`config.mk`:
```
export PLATFORM = sky130hd
export DESIGN_NAME = time_ordered_event_queue_top
export DESIGN_NICKNAME = d
export VERILOG_FILES = /design/src/toeq_pkg.sv /design/src/toeq_cell.sv /design/src/time_ordered_event_queue_top.sv
export SDC_FILE = /design/constraint.sdc
export NUM_CORES = 2
export LEC_CHECK = 0
export ABC_AREA = 1
export BUFFER_PORTS_ARGS = -buffer_cell sky130_fd_sc_hd__buf_2
export CORE_ASPECT_RATIO = 0.9
export CORE_UTILIZATION = 45
export DETAILED_ROUTE_END_ITERATION = 12
export GPL_ROUTABILITY_DRIVEN = 0
export PLACE_DENSITY_LB_ADDON = 0.12
export SYNTH_ARGS = -nofsm -noshare
export SYNTH_HDL_FRONTEND = slang
export SYNTH_SLANG_ARGS = --single-unit
```
`constraint.sdc`:
```
create_clock -name clk -period 7.2 [get_ports clk]
set_input_delay 0.36 -clock clk [delete_from_list [all_inputs] [get_ports clk]]
set_output_delay 0.36 -clock clk [all_outputs]
set_load 0.005 [all_outputs]
```
`src/toeq_pkg.sv`:
```
// ----------------------------------------------------------------------------
// toeq_pkg
// Shared types, codes and sizes for the time ordered event queue.
// ----------------------------------------------------------------------------
`timescale 1ns / 1ps
`default_nettype none

package toeq_pkg;

	// queue geometry
	localparam int QUEUE_DEPTH = 16;
	localparam int CNT_W       = $clog2(QUEUE_DEPTH + 1);
	localparam int FILL_W      = 5;
	localparam int TIME_W      = 32;
	localparam int TAG_W       = 16;

	// command codes
	typedef enum logic {
		CMD_INSERT = 1'b0,
		CMD_POP    = 1'b1
	} cmd_t;

	// status codes
	typedef enum logic [1:0] {
		STAT_OK    = 2'd0,
		STAT_FULL  = 2'd1,
		STAT_EMPTY = 2'd2
	} status_t;

	// broadcast from the control to every cell
	typedef struct packed {
		logic              insert;
		logic              pop;
		logic [TIME_W-1:0] key_time;
		logic [TAG_W-1:0]  key_tag;
	} cell_op_t;

	// entry count shown on the result port, low bits only
	function automatic logic [FILL_W-1:0] fill_of(input logic [CNT_W-1:0] cnt);
		logic [CNT_W+FILL_W-1:0] wide;
		wide = {{FILL_W{1'b0}}, cnt};
		return wide[FILL_W-1:0];
	endfunction

endpackage

`default_nettype wire

```
`src/toeq_cell.sv`:
```
// ----------------------------------------------------------------------------
// toeq_cell
// One slot of the sorted queue: compares against the incoming key and
// shifts toward the tail on insert or toward the head on pop.
// ----------------------------------------------------------------------------
`timescale 1ns / 1ps
`default_nettype none

module toeq_cell (
	input  wire logic                      clk,
	input  wire toeq_pkg::cell_op_t        op,
	input  wire logic                      head,
	input  wire logic                      occ,
	input  wire logic                      prev_occ,
	input  wire logic                      prev_ge,
	input  wire logic [toeq_pkg::TIME_W-1:0] prev_time,
	input  wire logic [toeq_pkg::TAG_W-1:0]  prev_tag,
	input  wire logic [toeq_pkg::TIME_W-1:0] next_time,
	input  wire logic [toeq_pkg::TAG_W-1:0]  next_tag,
	output logic                           ge,
	output logic [toeq_pkg::TIME_W-1:0]    slot_time,
	output logic [toeq_pkg::TAG_W-1:0]     slot_tag
);
	import toeq_pkg::*;

	logic [TIME_W-1:0] time_q;
	logic [TAG_W-1:0]  tag_q;
	logic              shift;
	logic              take_key;

	// the new event belongs at or before this slot; the head wins ties
	assign ge = occ & (head ? (time_q > op.key_time) : (time_q >= op.key_time));

	// move the neighbor down, or drop the new event in here
	assign shift    = prev_occ & prev_ge;
	assign take_key = ~shift & (ge | (~occ & prev_occ));

	// slot contents
	always_ff @(posedge clk) begin
		if (op.insert) begin
			if (shift) begin
				time_q <= prev_time;
				tag_q  <= prev_tag;
			end else if (take_key) begin
				time_q <= op.key_time;
				tag_q  <= op.key_tag;
			end
		end else if (op.pop) begin
			time_q <= next_time;
			tag_q  <= next_tag;
		end
	end

	assign slot_time = time_q;
	assign slot_tag  = tag_q;

endmodule

`default_nettype wire

```
`src/time_ordered_event_queue_top.sv`:
```
// ----------------------------------------------------------------------------
// time_ordered_event_queue_top
// Bounded event queue held in ascending time order in a row of cells.
// ----------------------------------------------------------------------------
//   channel  | handshake              | beat
//   ---------+------------------------+-----------------------------------
//   command  | cmd_valid / cmd_stall  | command, event_time, event_tag
//   result   | res_valid / res_stall  | out_valid, out_time, out_tag,
//            |                        | status, fill_count
//
// One command beat per cycle while cmd_stall is low; its result beat is shown the next cycle.
// Every cell compares its slot with the new key in parallel, so on an insert
// or a pop every cell updates at once whatever the fill.
// Reset empties the queue at once; no clearing pass.
// cmd_stall is high while a result waits in the output register and
// res_stall holds it there.
// ----------------------------------------------------------------------------
`timescale 1ns / 1ps
`default_nettype none

module time_ordered_event_queue_top (
	input  wire logic                          clk,
	input  wire logic                          arst_n,
	input  wire logic                          cmd_valid,
	output logic                               cmd_stall,
	input  wire logic                          command,
	input  wire logic [toeq_pkg::TIME_W-1:0]   event_time,
	input  wire logic [toeq_pkg::TAG_W-1:0]    event_tag,
	output logic                               res_valid,
	input  wire logic                          res_stall,
	output logic                               out_valid,
	output logic [toeq_pkg::TIME_W-1:0]        out_time,
	output logic [toeq_pkg::TAG_W-1:0]         out_tag,
	output logic [1:0]                         status,
	output logic [toeq_pkg::FILL_W-1:0]        fill_count
);
	import toeq_pkg::*;

	logic [CNT_W-1:0]  count_q;
	logic              res_valid_q;
	logic              out_valid_q;
	logic [TIME_W-1:0] out_time_q;
	logic [TAG_W-1:0]  out_tag_q;
	status_t           status_q;
	logic [FILL_W-1:0] fill_q;

	logic              accept;
	logic              full;
	logic              empty;
	logic [CNT_W-1:0]  count_nxt;
	cell_op_t          op;

	logic              cell_ge   [QUEUE_DEPTH];
	logic              cell_occ  [QUEUE_DEPTH];
	logic [TIME_W-1:0] cell_time [QUEUE_DEPTH];
	logic [TAG_W-1:0]  cell_tag  [QUEUE_DEPTH];

	// handshake
	assign cmd_stall = res_valid_q & res_stall;
	assign accept    = cmd_valid & ~cmd_stall;

	assign full  = (count_q == CNT_W'(QUEUE_DEPTH));
	assign empty = (count_q == '0);

	// operation broadcast to the cells
	always_comb begin
		op.insert   = accept & (command == CMD_INSERT) & ~full;
		op.pop      = accept & (command == CMD_POP) & ~empty;
		op.key_time = event_time;
		op.key_tag  = event_tag;
	end

	// next entry count
	always_comb begin
		count_nxt = count_q;
		if (op.insert) begin
			count_nxt = count_q + CNT_W'(1);
		end else if (op.pop) begin
			count_nxt = count_q - CNT_W'(1);
		end
	end

	// row of cells, head at index 0
	for (genvar i = 0; i < QUEUE_DEPTH; i++) begin : g_cell
		logic              p_occ;
		logic              p_ge;
		logic [TIME_W-1:0] p_time;
		logic [TAG_W-1:0]  p_tag;
		logic [TIME_W-1:0] n_time;
		logic [TAG_W-1:0]  n_tag;

		assign cell_occ[i] = (CNT_W'(i) < count_q);

		if (i == 0) begin : g_first
			assign p_occ  = 1'b1;
			assign p_ge   = 1'b0;
			assign p_time = event_time;
			assign p_tag  = event_tag;
		end else begin : g_inner
			assign p_occ  = cell_occ[i-1];
			assign p_ge   = cell_ge[i-1];
			assign p_time = cell_time[i-1];
			assign p_tag  = cell_tag[i-1];
		end

		if (i == QUEUE_DEPTH - 1) begin : g_last
			assign n_time = cell_time[i];
			assign n_tag  = cell_tag[i];
		end else begin : g_mid
			assign n_time = cell_time[i+1];
			assign n_tag  = cell_tag[i+1];
		end

		toeq_cell u_cell (
			.clk       (clk),
			.op        (op),
			.head      (i == 0),
			.occ       (cell_occ[i]),
			.prev_occ  (p_occ),
			.prev_ge   (p_ge),
			.prev_time (p_time),
			.prev_tag  (p_tag),
			.next_time (n_time),
			.next_tag  (n_tag),
			.ge        (cell_ge[i]),
			.slot_time (cell_time[i]),
			.slot_tag  (cell_tag[i])
		);
	end

	// entry count and result valid
	always_ff @(posedge clk or negedge arst_n) begin
		if (!arst_n) begin
			count_q     <= '0;
			res_valid_q <= 1'b0;
		end else begin
			count_q <= count_nxt;
			if (accept) begin
				res_valid_q <= 1'b1;
			end else if (!res_stall) begin
				res_valid_q <= 1'b0;
			end
		end
	end

	// result register
	always_ff @(posedge clk) begin
		if (accept) begin
			out_valid_q <= op.pop;
			out_time_q  <= op.pop ? cell_time[0] : '0;
			out_tag_q   <= op.pop ? cell_tag[0] : '0;
			fill_q      <= fill_of(count_nxt);
			if ((command == CMD_INSERT) && full) begin
				status_q <= STAT_FULL;
			end else if ((command == CMD_POP) && empty) begin
				status_q <= STAT_EMPTY;
			end else begin
				status_q <= STAT_OK;
			end
		end
	end

	assign res_valid  = res_valid_q;
	assign out_valid  = out_valid_q;
	assign out_time   = out_time_q;
	assign out_tag    = out_tag_q;
	assign status     = status_q;
	assign fill_count = fill_q;

endmodule

`default_nettype wire

```
==> impl_metrics.env <==
export IMPL_synth_top_area_share_pct=43.4
export IMPL_die_area_mm2=0.128
export IMPL_hold_depth=5
export IMPL_placed_area_mm2=0.0586
export IMPL_drive_gt1_share_pct=5.82
export IMPL_die_x_um=377
export IMPL_p_seq_share_pct=38.6
export IMPL_peakVddDrop_v=0.000203
export IMPL_n_antenna_cell=0
export IMPL_gr_usage_all_layers_pct=25.0
export IMPL_routed_wl_um=162000
export IMPL_power_density_mw_per_mm2=296
export IMPL_r2r_start="count_q[0]$_DFF_PN0_"
export IMPL_drc=0
export IMPL_avgViaCountPerCell=5.39
export IMPL_start_util_pct=45.5
export IMPL_io_buffer_count=110
export IMPL_leakage_nw=28.3
export IMPL_hold_class="in2reg"
export IMPL_rsz0062_at_grt="false"
export IMPL_cap_viol_max_count=0
export IMPL_num_vias=47000
export IMPL_clkTransAtPathRegs_ns=0.06
export IMPL_setup_tns_ns=0
export IMPL_slew_violations=0
export IMPL_cts_tree="yes"
export IMPL_cts_buffers=100
export IMPL_synthFlopType="edfxtp_1"
export IMPL_avgSynthCellArea_um2=8.05
export IMPL_netSwitchingPower_mw=7.17
export IMPL_maxSlewHeadroom_pct=24.4
export IMPL_status="finished, final reports clean"
export IMPL_swShare_pct=39.2
export IMPL_pin_count=111
export IMPL_core_rowCount=123
export IMPL_cp_required_ns=7.53
export IMPL_fin_crit_sh_pct=61.1
export IMPL_htreeDepth=3
export IMPL_syn_num_nets=7642
export IMPL_synth_top_area_cell="edfxtp_1"
export IMPL_rr_endpoint="g_cell[13].u_cell.slot_time[11]$_DFFE_PP_"
export IMPL_dp_hpwl_um=114000
export IMPL_clock_latency_ns=0.71
export IMPL_fp_dieH_um=340
export IMPL_first_global_vias=45100
export IMPL_synth_edff_count=824
export IMPL_syn_inst=7074
export IMPL_syn_to_final_growth_pct=8.43
export IMPL_comb_power_share_pct=34.9
export IMPL_endpoint_kind="flop"
export IMPL_synth_warnings=0
export IMPL_whs_endpoint="g_cell[14].u_cell.slot_time[9]$_DFFE_PP_"
export IMPL_critPathLaunchType="flop"
export IMPL_ys_types=39
export IMPL_post_cts_buffers=0
export IMPL_dr_first_iter_drc_count=4451
export IMPL_wire_per_inst_um=18.5
export IMPL_hold_viol=0
export IMPL_overflow=0
export IMPL_drtAntennaViolNets=0
export IMPL_p_total_mw=18.3
export IMPL_synthesis_area_mm2=0.0570
export IMPL_setup_violations=0
export IMPL_grt_antenna_before_repair=1
export IMPL_cts_resized=0
export IMPL_max_freq_ghz=0.227
export IMPL_fin_area_mm2=0.0618
export IMPL_cp_arrival_ns=4.73
export IMPL_worst_pin_slew_ns=1.13
export IMPL_synth_seq_cells=830
export IMPL_core_mm2=0.125
export IMPL_drt_first_pass_iters=6
export IMPL_hold_start="event_time[9]"
export IMPL_cts_sinks=830
export IMPL_root_buffer="clkbuf_16"
export IMPL_grt_max_degree=212
export IMPL_seq_area_frac_synth_pct=43.7
export IMPL_crit_type="reg2reg"
export IMPL_final_nets=7537
export IMPL_cp_max_fo=153
export IMPL_synth_area_leaders="edfxtp_1 (43%), nand2_1 (18%), ha_1 (11%), nand3_1 (7.7%), nand3b_1 (5.6%)"
export IMPL_p_clk_share_pct=26.5
export IMPL_p_int_mw=11.1
export IMPL_r2r_setup_slack_ns=2.80
export IMPL_period_minus_slack_ns=4.40
export IMPL_synthArstFlopShare_pct=0.723
export IMPL_grt_pass1_wl_um=259000
export IMPL_hold_buffers=13
export IMPL_reg2regPathDepth=13
export IMPL_finClkSkew_ns=0.0193
export IMPL_clockBufferDepth=3
## cell usage after synthesis (5+ instances only)
cell type / number
nand3_1: 876
ha_1: 515
nor4_1: 6
o21ai_0: 144
nor2_4: 5
nand2_2: 9
buf_4: 44
o21a_1: 21
o211ai_1: 6
o21ai_1: 5
nand4_1: 78
nor3b_1: 5
edfxtp_1: 824
buf_6: 11
dfrtp_1: 6
nand3b_1: 425
clkbuf_1: 191
a21o_1: 6
nand2_1: 2777
buf_1: 57
o21bai_1: 11
nor2_1: 232
nor3_1: 16
a21oi_1: 221
buf_2: 140
inv_1: 411
inv_2: 15
## power groups by stage
stage	sequential (mW)	combinational (mW)	clock [mW]
after floorplan	6.94	4.73	0
after global placement	7.13	6.22	0
after detailed placement	7.13	6.34	0
after CTS	7.04	6.37	4.93
after global routing	7.15	7.21	5.10
final	7.06	6.37	4.84
## cells by family (layout without fill, tap and decap cells)
| kind of cell | count (synthesis) | in the layout | synth area share [%] |
|---|---|---|---|
| adder cells (fa/ha/maj) | 515 | 515 | 11.3 |
| AND/OR/NAND/NOR | 4433 | 4433 | 34.5 |
| AO/OA/AOI/OAI | 422 | 422 | 3.97 |
| XOR/XNOR | 2 | 2 | 0.0308 |
| flip-flops | 830 | 830 | 43.7 |
| buffers and inverters | 872 | 844 | 6.49 |
## layout make-up
type / count / area [um^2]
clock buffers: 135 / 2710
clock inverters: 44 / 310
fillers: 12200 / 63500
inverters: 429 / 1620
multi-input cells: 5372 / 28600
flip-flops and latches: 830 / 24900
well taps: 1687 / 2110
repair buffers: 236 / 1570
## per-stage QoR
step | setup slack (ns) | hold WS, ns | utilization [%] | instances
6_report | 2.80 | 0.0360 | 49.3 | 8733
5_1_grt | 2.53 | 0.0366 | 49.3 | 8733
3_5_place_dp | 2.58 | 0.199 | 46.8 | 8541
3_3_place_gp | 2.64 | 0.199 | 46.8 | 8541
2_1_floorplan | 0.490 | 0.0644 | - | 7074
4_1_cts | 2.78 | 0.00319 | 49.3 | 8733
## cell usage in the layout (no fill, tap or decap), types with 16 or more instances in the layout
| master | Yosys | layout |
|---|---|---|
| a21oi_1 | 221 | 215 |
| buf_2 | 140 | 110 |
| buf_4 | 44 | 110 |
| clkbuf_1 | 191 | 30 |
| clkbuf_16 | 0 | 102 |
| clkinv_1 | 3 | 25 |
| edfxtp_1 | 824 | 824 |
| ha_1 | 515 | 515 |
| inv_1 | 411 | 407 |
| inv_2 | 15 | 18 |
| nand2_1 | 2777 | 2769 |
| nand2_2 | 9 | 16 |
| nand3_1 | 876 | 875 |
| nand3b_1 | 425 | 425 |
| nand4_1 | 78 | 78 |
| nor2_1 | 232 | 226 |
| nor3_1 | 16 | 16 |
| o21a_1 | 21 | 21 |
| o21ai_0 | 144 | 144 |
## worst max path at each step
stage,startpoint,to,slack [ns],depth (start not counted)
finish,count_q[0]$_DFF_PN0_,g_cell[13].u_cell.slot_time[11]$_DFFE_PP_,2.80,13
floorplan,res_valid$_DFFE_PN0P_,g_cell[10].u_cell.slot_tag[0]$_DFFE_PP_,0.49,12
global route,event_time[31],g_cell[10].u_cell.slot_time[15]$_DFFE_PP_,2.53,15
detailed placement,event_time[2],g_cell[6].u_cell.slot_time[8]$_DFFE_PP_,2.58,19
global placement,event_time[8],g_cell[6].u_cell.slot_time[11]$_DFFE_PP_,2.64,18
CTS,count_q[0]$_DFF_PN0_,g_cell[9].u_cell.slot_time[8]$_DFFE_PP_,2.78,13
## layer usage
layer,up-vias,share of wire (%),track usage [%]
li1,23600,-,-
met2,1280,42,36.9
met3,170,5.5,3.02
met4,0,2.0,5.57
met5,-,0,0
met1,22000,51,38.8
## flip-flops by register name, indices dropped and copies added, names as in the netlist
register and cells:
g_cell.u_cell.slot_time 512, g_cell.u_cell.slot_tag 256, count_q 5, fill_count 5
out_tag 16, status 2, res_valid 1, out_time 32
out_valid 1
## worst max-delay path, cell delays in order (launching register included)
cell     delay [ns]
dfrtp_1        0.51
inv_2          0.25
ha_1           0.18
inv_1          0.05
nor2_1         0.11
inv_2          0.07
nor2_2         0.09
nand2_1        0.11
nand2_4        0.22
buf_12         0.52
buf_4          0.74
a21oi_1        0.16
a21oi_4        0.18
buf_4          0.61
Note: power is estimated with default switching activity, not from simulation.
